==> src/rtl/translated_block_cache_top_assert.svh <==
// Assertion macros for the translated block cache.
// Used by the top level; expects clk and rst_n in scope.
`ifndef TRANSLATED_BLOCK_CACHE_TOP_ASSERT_SVH
`define TRANSLATED_BLOCK_CACHE_TOP_ASSERT_SVH

// checked only out of reset
`define TBC_ASSERT_CLK(lbl, prop, msg) \
  lbl: assert property (@(posedge clk) disable iff (!rst_n) prop) else $error(msg);

// checked on every edge, reset included
`define TBC_ASSERT_ANY(lbl, prop, msg) \
  lbl: assert property (@(posedge clk) prop) else $error(msg);

`endif

==> src/rtl/tbc_pct_div.sv <==
// Hit percentage unit: hits*100/(hits+misses), one quotient bit per cycle.
// Depends on nothing beyond the clock and reset.
`default_nettype none

module tbc_pct_div (
  input  wire logic        clk,
  input  wire logic        rst_n,
  input  wire logic        start,
  input  wire logic [31:0] hits,
  input  wire logic [31:0] misses,
  output logic             done,
  output logic [6:0]       pct
);

  logic        act_r,  act_nxt;
  logic        done_r, done_nxt;
  logic [2:0]  b_r,    b_nxt;
  logic [38:0] rem_r,  rem_nxt;
  logic [32:0] den_r,  den_nxt;
  logic [6:0]  q_r,    q_nxt;
  logic        zero_r, zero_nxt;
  logic [38:0] trial;

  assign trial = 39'(den_r) << b_r;

  always_comb begin
    act_nxt  = act_r;
    done_nxt = 1'b0;
    b_nxt    = b_r;
    rem_nxt  = rem_r;
    den_nxt  = den_r;
    q_nxt    = q_r;
    zero_nxt = zero_r;
    if (start) begin
      // times 100 = 64 + 32 + 4
      rem_nxt  = (39'(hits) << 6) + (39'(hits) << 5) + (39'(hits) << 2);
      den_nxt  = 33'(hits) + 33'(misses);
      zero_nxt = (hits == 32'd0) && (misses == 32'd0);
      b_nxt    = 3'd6;
      q_nxt    = 7'd0;
      act_nxt  = 1'b1;
    end else if (act_r) begin
      if (rem_r >= trial) begin
        rem_nxt    = rem_r - trial;
        q_nxt[b_r] = 1'b1;
      end
      if (b_r == 3'd0) begin
        act_nxt  = 1'b0;
        done_nxt = 1'b1;
      end else begin
        b_nxt = b_r - 3'd1;
      end
    end
  end

  always_ff @(posedge clk) begin
    if (!rst_n) begin
      act_r  <= 1'b0;
      done_r <= 1'b0;
    end else begin
      act_r  <= act_nxt;
      done_r <= done_nxt;
    end
    b_r    <= b_nxt;
    rem_r  <= rem_nxt;
    den_r  <= den_nxt;
    q_r    <= q_nxt;
    zero_r <= zero_nxt;
  end

  assign done = done_r;
  assign pct  = zero_r ? 7'd0 : q_r;

endmodule

`default_nettype wire

==> config.mk <==
export PLATFORM = sky130hd
export DESIGN_NAME = tbc_pct_div
export DESIGN_NICKNAME = d
export VERILOG_FILES = /design/src/rtl/translated_block_cache_top_assert.svh /design/src/rtl/tbc_pct_div.sv
export SDC_FILE = /design/constraint.sdc
export NUM_CORES = 1
export LEC_CHECK = 0
export BUFFER_PORTS_ARGS = -buffer_cell sky130_fd_sc_hd__buf_2
export CAP_MARGIN = 10
export CORE_ASPECT_RATIO = 0.8
export CORE_MARGIN = 2
export CORE_UTILIZATION = 55
export DETAILED_ROUTE_END_ITERATION = 8
export PLACE_DENSITY = 0.81
export SYNTH_ARGS = -nofsm -noshare
export SYNTH_HDL_FRONTEND = slang
export SYNTH_SLANG_ARGS = --single-unit
==> constraint.sdc <==
create_clock -name clk -period 6.5 [get_ports clk]
set_input_delay 0.65 -clock clk [delete_from_list [all_inputs] [get_ports clk]]
set_output_delay 0.65 -clock clk [all_outputs]
set_load 0.03 [all_outputs]
==> summary.txt <==
Route
  • Via density: 6.35
  • First-pass iteration count of the detailed router: 6
  • Antenna-violating nets left: 0
  • Via count: 9466
  • Avg WL per Cell: between 15 and 20 µm
  • DR iter-0 viols: ~1100
  • Final wirelength: 28800 µm
  • # DRC: 0

Clock network
  • CTS Buffer Depth: 2
  • CTS Hold Bufs: 0
  • CTS tree: done
  • Post-CTS Repair Setup Buffers: 0
  • Total clock sinks: 85
  • Clock root buffer: clkbuf_16
  • CTS clk-pin slew, worst paths: 0.07 ns
  • Num CTS Buffers: 9
  • H-tree depth: 3
  • Worst skew pair latency: 0.37 ns
  • Resize count post-CTS: 0

Global route
  • Total gr overflow: 0
  • Global-route met1 utilization: 0.421
  • Largest net degree at the start of global routing: 55
  • Number of global-route vias before repair: 8910
  • Layer with the highest usage: met2
  • GRT Overall Usage: 0.284
  • Met3 GRT Util: 0.0448
  • Initial antenna violation count: 0
  • First-pass GRT wire length: ~46000 µm
  • GR Util met2: 0.439

Setup path
  • Largest fanout on the critical path: 29
  • Critical Path RT: 6.51 ns
  • Worst path cell trace: clkinv_1 -> nand2_1 -> and3_1 -> a21oi_1 -> ha_1 -> and4_1 -> o21ai_0 -> a21o_1 -> a211oi_2 -> o2111ai_2 -> a31oi_2 -> or2_1 -> buf_4
  • Crit Path Class: flop to flop
  • Crit path largest cell delay: approximately 0.8 ns
  • Crit start category: flop
  • Crit-path slowest cell: dfxtp_2
  • Crit path DAT: 5.15 ns
  • Crit. End Element: flop

Timing
  • Fin. Hold Viols: 0
  • Hold Slack: 0.476 ns
  • Setup tns final: 0 ns
  • Final Critical Period: 5.14 ns
  • Worst-margin pin slew: 0.724 ns
  • Slew HR: 0.514
  • Clk_skew: 0.0127 ns
  • Final setup violating endpoints: 0
  • Unrepaired setup endpoints after global routing: no
  • Final period utilization: 0.790
  • FMAX: 0.195 GHz
  • Pins Over Slew Limit: 0

Hold path
  • HP Class: flop to flop

Die
  • Num ports: 75
  • Die span in x: 160 µm
  • Initial core utilization: 0.562
  • Core area: roughly 19000 µm²
  • Std cell rows: 45
  • Die Y: 129 µm
  • Die Footprint: 20600 µm²

Cells and area
  • Nets: 1451
  • Fillers: 1682
  • Antenna cells: 0
  • Area grow syn2layout: 8.59%
  • Layout cell share with drive strength beyond 1: 0.120

Synthesis
  • Synth top area cells: edfxtp_1, ha_1, fa_1, a21oi_1, a21o_1
  • Mapped Cells: 1173
  • Sequential area share after synthesis: 0.227
  • Cell taking the most area after synthesis: edfxtp_1
  • Count of cell types in the netlist: 86
  • Area share of the largest cell type after synthesis: 0.205
  • Post-synth ARST share: 0
  • Top FF cell, synth: edfxtp_1
  • Yosys warnings: 0
  • Syn_nets: 1396
  • Post-Syn Area per Cell: 9.12 µm²
  • Yosys reg bits: 85
  • Post-synth EDFFs: 73
  • Mapped cell area: 10700 µm²

Flow run
  • Max-cap viol count: 0

Pwr
  • LEAKAGE: between 5 and 6 nW
  • Cell Pwr Density: 370 nW/µm²
  • IR drop worst, VDD: 0.169 mV

Placed design
  • Gp weighted congestion: 0.959
  • # port buffers: 74
  • HPWL Detailed: approximately 23000 µm

Status
  • Status: finished clean
## cell type report
cell class	count	area, µm²	area share
well taps	258	323	0.0278
clock buffers	9	225	0.0194
flip-flops and latches	85	2440	0.210
clock inverters	7	83.8	0.00722
inverters	75	282	0.0242
multi-input cells	976	7840	0.675
repair buffers	81	425	0.0366
## flip-flops by register name, summed over array words and instances, names as in the netlist
| name | count |
|---|---|
| act_r | 1 |
| b_r | 3 |
| q_r | 7 |
| den_r | 33 |
| done | 1 |
| rem_r | 39 |
| zero_r | 1 |
## worst paths after layout
kind	startpoint	end	slack, ns	cells past startpoint
max	b_r[0]$_SDFFE_PP0P_	rem_r[26]$_DFFE_PP_	1.36	13
min reg2reg	q_r[5]$_SDFFE_PP0P_	q_r[5]$_SDFFE_PP0P_	0.48	2
min	q_r[5]$_SDFFE_PP0P_	q_r[5]$_SDFFE_PP0P_	0.48	2
max reg2reg	b_r[0]$_SDFFE_PP0P_	rem_r[26]$_DFFE_PP_	1.36	13
## per-layer routing
layer	part of all wire	wire length, µm	vias up
met5	0	0	-
met4	0.015	424	0
met3	0.084	2410	40
met2	0.43	12300	450
met1	0.48	13700	4489
li1	-	-	4487
## logic make-up (layout without fill, tap and decap cells)
group | count (synthesis) | in the layout | synth area share
flip-flops | 85 | 85 | 0.227
multiplexers | 71 | 71 | 0.0938
adder cells (fa/ha/maj) | 156 | 156 | 0.204
AO/OA/AOI/OAI | 368 | 368 | 0.234
buffers and inverters | 112 | 172 | 0.0397
XOR/XNOR | 79 | 79 | 0.0647
AND/OR/NAND/NOR | 302 | 302 | 0.136
## cell usage in the layout, fill, tap and decap left out, types with 9 or more instances in the layout
cell / netlist / routed
nor4_1: 11 / 11
xnor2_1: 53 / 53
a21o_1: 69 / 69
nand2b_1: 10 / 10
buf_2: 3 / 73
nand2_1: 92 / 92
o21ai_0: 51 / 51
and3_1: 16 / 16
fa_1: 31 / 31
ha_1: 125 / 125
dfxtp_1: 12 / 9
a211oi_1: 11 / 11
nand3_1: 20 / 20
nor2_1: 80 / 80
inv_1: 74 / 74
edfxtp_1: 73 / 73
a21oi_1: 113 / 113
clkbuf_16: 0 / 9
mux4_2: 23 / 23
a31oi_1: 11 / 11
o21bai_1: 18 / 18
xor2_1: 26 / 26
nor2b_1: 17 / 17
nor3_1: 16 / 16
o21a_1: 11 / 11
mux2i_1: 44 / 44
nand4_1: 17 / 17
## critical path: cells and delay by family, from the launching register on
kind / cells / cell delay (ns)
AO/OA/AOI/OAI: 6 / 1.39
AND/OR/NAND/NOR: 4 / 1.17
buffers and inverters: 2 / 1.00
flip-flops: 1 / 0.80
adder cells (fa/ha/maj): 1 / 0.38
## through the flow
| stage | util | instances | area [µm²] | power (W) | setup slack, ns |
|---|---|---|---|---|---|
| 3_3_place_gp | 0.594 | 1475 | 11300 | 0.00359 | 1.62 |
| 4_1_cts | 0.610 | 1491 | 11600 | 0.00423 | 1.40 |
| 5_1_grt | 0.610 | 1491 | 11600 | 0.00460 | 1.04 |
| 3_5_place_dp | 0.594 | 1475 | 11300 | 0.00366 | 1.41 |
| 6_report | 0.610 | 1491 | 11600 | 0.00430 | 1.36 |
| 2_1_floorplan | - | 1173 | 10700 | 0.00299 | 1.72 |
## synthesized netlist by cell type, drive strengths merged, types with 18 or more instances
cell and count:
xor2 26, o21bai 18, edfxtp 73, o21ai 57
nor2 80, xnor2 53, nand3 20, ha 125
mux4 23, inv 74, a21oi 114, fa 31
a21o 69, clkbuf 28, mux2i 44, nand2 92
## where the power goes
| part | total [W] | switching, W | internal, W | leakage [nW] |
|---|---|---|---|---|
| clock network | 0.000546 | 0.000242 | 0.000304 | 0.148 |
| registers | 0.000957 | 0.000120 | 0.000837 | 0.817 |
| logic | 0.00280 | 0.00164 | 0.00115 | 4.35 |
Note: power is estimated with default switching activity, not from simulation.
