`config.mk`:
```
export PLATFORM = sky130hd
export DESIGN_NAME = tbc_cell
export DESIGN_NICKNAME = d
export VERILOG_FILES = /design/src/rtl/translated_block_cache_top_assert.svh /design/src/rtl/tbc_pkg.sv /design/src/rtl/tbc_cell.sv
export SDC_FILE = /design/constraint.sdc
export NUM_CORES = 1
export LEC_CHECK = 0
export ABC_AREA = 1
export ABC_CLOCK_PERIOD_IN_PS = 4300
export BUFFER_PORTS_ARGS = -buffer_cell sky130_fd_sc_hd__buf_2
export CAP_MARGIN = 10
export CELL_PAD_IN_SITES_DETAIL_PLACEMENT = 1
export CELL_PAD_IN_SITES_GLOBAL_PLACEMENT = 1
export CORE_UTILIZATION = 30
export DETAILED_ROUTE_END_ITERATION = 7
export GPL_ROUTABILITY_DRIVEN = 0
export PLACE_DENSITY = 0.8
export SYNTH_ARGS = -nofsm -noshare
export SYNTH_HDL_FRONTEND = slang
export SYNTH_SLANG_ARGS = --single-unit
export TNS_END_PERCENT = 30
```
`constraint.sdc`:
```
create_clock -name clk -period 4.3 [get_ports clk]
set_clock_uncertainty 0.05 [all_clocks]
set_input_delay 0.43 -clock clk [delete_from_list [all_inputs] [get_ports clk]]
set_output_delay 0.43 -clock clk [all_outputs]
set_load 0.01 [all_outputs]
```
`src/rtl/translated_block_cache_top_assert.svh`:
```
// Assertion macros for the translated block cache.
// Used by the top level; expects clk and rst_n in scope.
`ifndef TRANSLATED_BLOCK_CACHE_TOP_ASSERT_SVH
`define TRANSLATED_BLOCK_CACHE_TOP_ASSERT_SVH

// checked only out of reset
`define TBC_ASSERT_CLK(lbl, prop, msg) \
  lbl: assert property (@(posedge clk) disable iff (!rst_n) prop) else $error(msg);

// checked on every edge, reset included
`define TBC_ASSERT_ANY(lbl, prop, msg) \
  lbl: assert property (@(posedge clk) prop) else $error(msg);

`endif

```
`src/rtl/tbc_pkg.sv`:
```
// Shared types, codes and helpers of the translated block cache.
// No dependencies.
`default_nettype none

package tbc_pkg;

  localparam int SLOT_W = 8;

  localparam logic FUNC_LOOKUP = 1'b0;
  localparam logic FUNC_INSERT = 1'b1;

  typedef enum logic [2:0] {
    KIND_HIT      = 3'd0,
    KIND_MISS     = 3'd1,
    KIND_INS_OK   = 3'd2,
    KIND_TOO_BIG  = 3'd3,
    KIND_FULL     = 3'd4
  } kind_t;

  typedef struct packed {
    logic        func;
    logic [31:0] key;
    logic [7:0]  data_byte;
    logic [7:0]  arch_tag;
    logic        last_byte;
  } in_item_t;

  typedef struct packed {
    logic [2:0]  kind;
    logic [7:0]  out_byte;
    logic [6:0]  block_size;
    logic [31:0] entry_hits;
    logic [7:0]  stored_arch;
    logic [6:0]  hit_percent;
    logic        run_last;
  } out_item_t;

  // what a cell hands to the next one down the row
  typedef struct packed {
    logic              found;
    logic [SLOT_W-1:0] slot;
    logic [6:0]        size;
    logic [7:0]        arch;
    logic [31:0]       hits;
  } cell_link_t;

  // broadcast control into the row
  typedef struct packed {
    logic              wr;
    logic              wr_new;
    logic              bump;
    logic [SLOT_W-1:0] slot;
    logic [31:0]       key;
    logic [6:0]        size;
    logic [7:0]        arch;
  } cell_ctl_t;

  function automatic logic [31:0] sat_inc(input logic [31:0] v);
    return (v == 32'hFFFF_FFFF) ? v : v + 32'd1;
  endfunction

endpackage

`default_nettype wire

```
`src/rtl/tbc_cell.sv`:
```
// One cache entry: key, size, tag and hit count, plus its link in the match row.
// Depends on tbc_pkg.
`default_nettype none

module tbc_cell #(
  parameter int IDX = 0
) (
  input  wire logic               clk,
  input  wire logic               filled,
  input  wire logic [31:0]        cmp_key,
  input  wire tbc_pkg::cell_ctl_t ctl,
  input  wire tbc_pkg::cell_link_t link_in,
  output tbc_pkg::cell_link_t     link_out
);

  logic [31:0] key_r;
  logic [6:0]  size_r;
  logic [7:0]  arch_r;
  logic [31:0] hits_r;
  logic        sel;
  logic        first;

  assign sel   = (ctl.slot == tbc_pkg::SLOT_W'(IDX));
  // first filled match in slot order wins
  assign first = filled && (key_r == cmp_key) && !link_in.found;

  always_comb begin
    if (first) begin
      link_out.found = 1'b1;
      link_out.slot  = tbc_pkg::SLOT_W'(IDX);
      link_out.size  = size_r;
      link_out.arch  = arch_r;
      link_out.hits  = hits_r;
    end else begin
      link_out = link_in;
    end
  end

  always_ff @(posedge clk) begin
    if (ctl.wr && sel) begin
      key_r  <= ctl.key;
      size_r <= ctl.size;
      arch_r <= ctl.arch;
    end
    if (ctl.wr && ctl.wr_new && sel) begin
      hits_r <= 32'd0;
    end else if (ctl.bump && sel) begin
      hits_r <= tbc_pkg::sat_inc(hits_r);
    end
  end

endmodule

`default_nettype wire

```
==> results.sh <==
export IMPL_portBuffers=203
export IMPL_die_w_um=132.5
export IMPL_insertedDiodeCount=0
export IMPL_drt_initial_drc_count=221
export IMPL_period_needed_ns=3.238
export IMPL_relSlewSlack_pct=31.66
export IMPL_final_cells=1170
export IMPL_place_hpwl_um=12780
export IMPL_crit_type="reg2out"
export IMPL_finalHoldViolCount=0
export IMPL_stdcell_area_sq_um=6611
export IMPL_holdPathStages=1
export IMPL_drive_above_1_share_pct=27.05
export IMPL_cp_end_kind="output port"
export IMPL_avgRoutedWirePerCell_um=14.05
export IMPL_ys_ff_latch=79
export IMPL_leakagePower_nw=3.350
export IMPL_postCtsResizedCells=0
export IMPL_synth_cell_types=32
export IMPL_setup_tns_ns=0
export IMPL_synth_compound_area_share_pct=3.918
export IMPL_gr_total_overflow=0
export IMPL_rsz0062_at_grt="no"
export IMPL_h_tree_depth=3
export IMPL_grt_start_max_net_pins=49
export IMPL_grt_pass1_vias=5482
export IMPL_seq_area_frac_synth_pct=40.16
export IMPL_hp_class="in2reg"
export IMPL_coreArea_sq_um=16580
export IMPL_synthXorXnorAreaFrac_pct=3.085
export IMPL_final_util_pct=39.87
export IMPL_antenna_found_initial=0
export IMPL_muxShareOfSynthArea_pct=0
export IMPL_drv_slew=0
export IMPL_rows=47
export IMPL_r2r_slack_ns=2.24
export IMPL_fp_dieArea_sq_um=17560
export IMPL_syn_nets=905
export IMPL_clock_sinks=79
export IMPL_post_route_period_util_pct=75.31
export IMPL_nets=1094
export IMPL_ys_warn_count=0
export IMPL_die_y_um=132.5
export IMPL_crit_fanout=48
export IMPL_route_detailed_drc=0
export IMPL_synth_top_family_by_area="simple AND/OR/NAND/NOR gates"
export IMPL_yosys_area_share_adder_pct=0.2449
export IMPL_ir_drop_mv=0.1824
export IMPL_firstDrtPassIters=4
export IMPL_io_pins=204
export IMPL_cts_tree="done"
export IMPL_fmax_mhz=308.8
export IMPL_grt_use_total_pct=19.22
export IMPL_arrival_ns=2.76
export IMPL_syn_to_final_growth_pct=29.38
export IMPL_numCtsBuffers=9
export IMPL_fill_cells=2175
export IMPL_vias=5491
export IMPL_postRouteAntennaNets=0
export IMPL_cts_buffer_depth=2
export IMPL_status="finished clean"
export IMPL_initial_core_util_pct=30.81
export IMPL_whs_ns=0.2048
export IMPL_hold_end="key_r[10]"
export IMPL_syn_area_sq_um=5110
export IMPL_synth_simple_area_share_pct=42.34
export IMPL_clk_insertion_delay_late_ns=0.34
export IMPL_powerDensity_nw_per_um2=276.8
export IMPL_clk_pin_slew_worst_paths_ns=0.06
export IMPL_dpl_cell_count=1154
export IMPL_cp_required_ns=3.82
export IMPL_vias_per_cell=4.693
export IMPL_root_buffer="clkbuf_16"
export IMPL_maxCapViolCount=0
export IMPL_startpoint_type="register"
export IMPL_grt_pass1_wl_um=26880
export IMPL_finalSetupViolations=0
export IMPL_r2r_start="hits_r[0]"
export IMPL_syn_inst=756
export IMPL_drt_wl_total_um=16440
export IMPL_hold_start="ctl[25]"
export IMPL_cts_hold_buf=0
export IMPL_tightestPinTransition_ns=1.023
export IMPL_post_cts_buffers=0
export IMPL_syn_avg_cell_area_sq_um=6.759
export IMPL_placed_area_sq_um=6290
export IMPL_r2r_end="hits_r[14]"
export IMPL_reg2regPathDepth=10
worst max-delay path: stages (launching register included):
cell      delay (ns)
edfxtp_1        0.38
inv_1           0.07
nand2_1         0.06
nand2_1         0.05
nor2_1          0.11
nand2_1         0.07
nor2_1          0.12
nand2_1         0.10
nor2_4          0.78
nand4_1         0.28
nand2_1         0.21
buf_2           0.15
final cells by class:
cell class | count | area, sq um | area share, %
clock buffers | 10 | 229.0 | 3.463
clock inverters | 6 | 92.59 | 1.400
inverters | 96 | 362.8 | 5.488
multi-input cells | 552 | 2554 | 38.63
flip-flops and latches | 79 | 2052 | 31.04
well taps | 220 | 275.3 | 4.164
repair buffers | 207 | 1046 | 15.82
worst max path at each step:
stage	startpoint	to	slack [ns]
after floorplan	ctl[47]	hits_r[10]	0.49
after global placement	cmp_key[31]	link_out[13]	1.30
after detailed placement	cmp_key[31]	link_out[13]	1.29
after CTS	key_r[1]	link_out[13]	1.05
after global routing	key_r[21]	link_out[13]	0.81
final	key_r[12]	link_out[13]	1.06
Yosys cell counts, drive strengths merged:
master	instances	area, sq um
nor3	9	61.31
o21ai	4	20.02
nand3b	5	37.54
xor2	10	87.58
clkbuf	14	52.55
o22ai	1	6.260
dfxtp	32	640.6
and3	3	18.77
buf	15	108.8
nand2	324	1245
edfxtp	47	1411
ha	1	12.51
nor2	95	374.1
xnor2	8	70.07
a21oi	22	173.9
nand4	56	356.6
nand3	14	70.07
inv	96	362.8
flip-flops by register name (all words and copies together) (netlist names):
signal and cells:
key_r 32, hits_r 32, size_r 7, arch_r 8
cells in the final DEF (no fill, tap or decap):
| master | n |
|---|---|
| nand2_1 | 320 |
| clkbuf_16 | 9 |
| nor3_2 | 1 |
| nor3_1 | 7 |
| clkinvlp_4 | 2 |
| inv_6 | 1 |
| inv_4 | 1 |
| buf_2 | 203 |
| edfxtp_1 | 47 |
| buf_4 | 4 |
| nor2_4 | 4 |
| xnor2_1 | 8 |
| inv_2 | 3 |
| inv_1 | 92 |
| o21ai_0 | 4 |
| nand3b_1 | 5 |
| nand4_2 | 1 |
| a21oi_1 | 5 |
| ha_1 | 1 |
| nor3_4 | 1 |
| clkinv_4 | 1 |
| and3_1 | 3 |
| nand2_4 | 1 |
| nand2_2 | 2 |
| nand2_8 | 1 |
| nor2_1 | 88 |
| dfxtp_1 | 32 |
| clkbuf_1 | 1 |
| nand4_1 | 55 |
| nor2_2 | 3 |
| a21oi_2 | 17 |
| o22ai_1 | 1 |
| bufinv_16 | 2 |
| xor2_1 | 10 |
| nand3_1 | 14 |
report_power, final:
group / total [W] / switching [W] / internal, W
Combinational: 0.000179 / 0.0000901 / 0.0000893
Sequential: 0.000811 / 0.00000592 / 0.000805
Clock: 0.000840 / 0.000328 / 0.000512
layer usage:
| layer | global-route usage [%] | wire length [um] | part of all wire (%) | up-vias |
|---|---|---|---|---|
| met5 | 0 | 0 | 0 | - |
| met4 | 6.066 | 269 | 1.6 | 0 |
| met3 | 4.253 | 912 | 5.5 | 22 |
| li1 | - | - | - | 2769 |
| met1 | 22.03 | 6825 | 42 | 2565 |
| met2 | 35.23 | 8433 | 51 | 135 |
kinds of logic (layout without fill, tap and decap cells):
logic type,after synthesis,in the layout
AND/OR/NAND/NOR,506,506
flip-flops,79,79
XOR/XNOR,18,18
buffers and inverters,125,319
AO/OA/AOI/OAI,27,27
adder cells (fa/ha/maj),1,1
per-stage QoR:
step	power (W)	setup slack, ns
5_1_grt	0.001902	0.8088
6_report	0.001830	1.062
3_3_place_gp	0.001002	1.296
4_1_cts	0.001848	1.050
2_1_floorplan	0.0008995	0.4936
3_5_place_dp	0.001008	1.288
No activity file was read; power rests on OpenSTA's default activity.
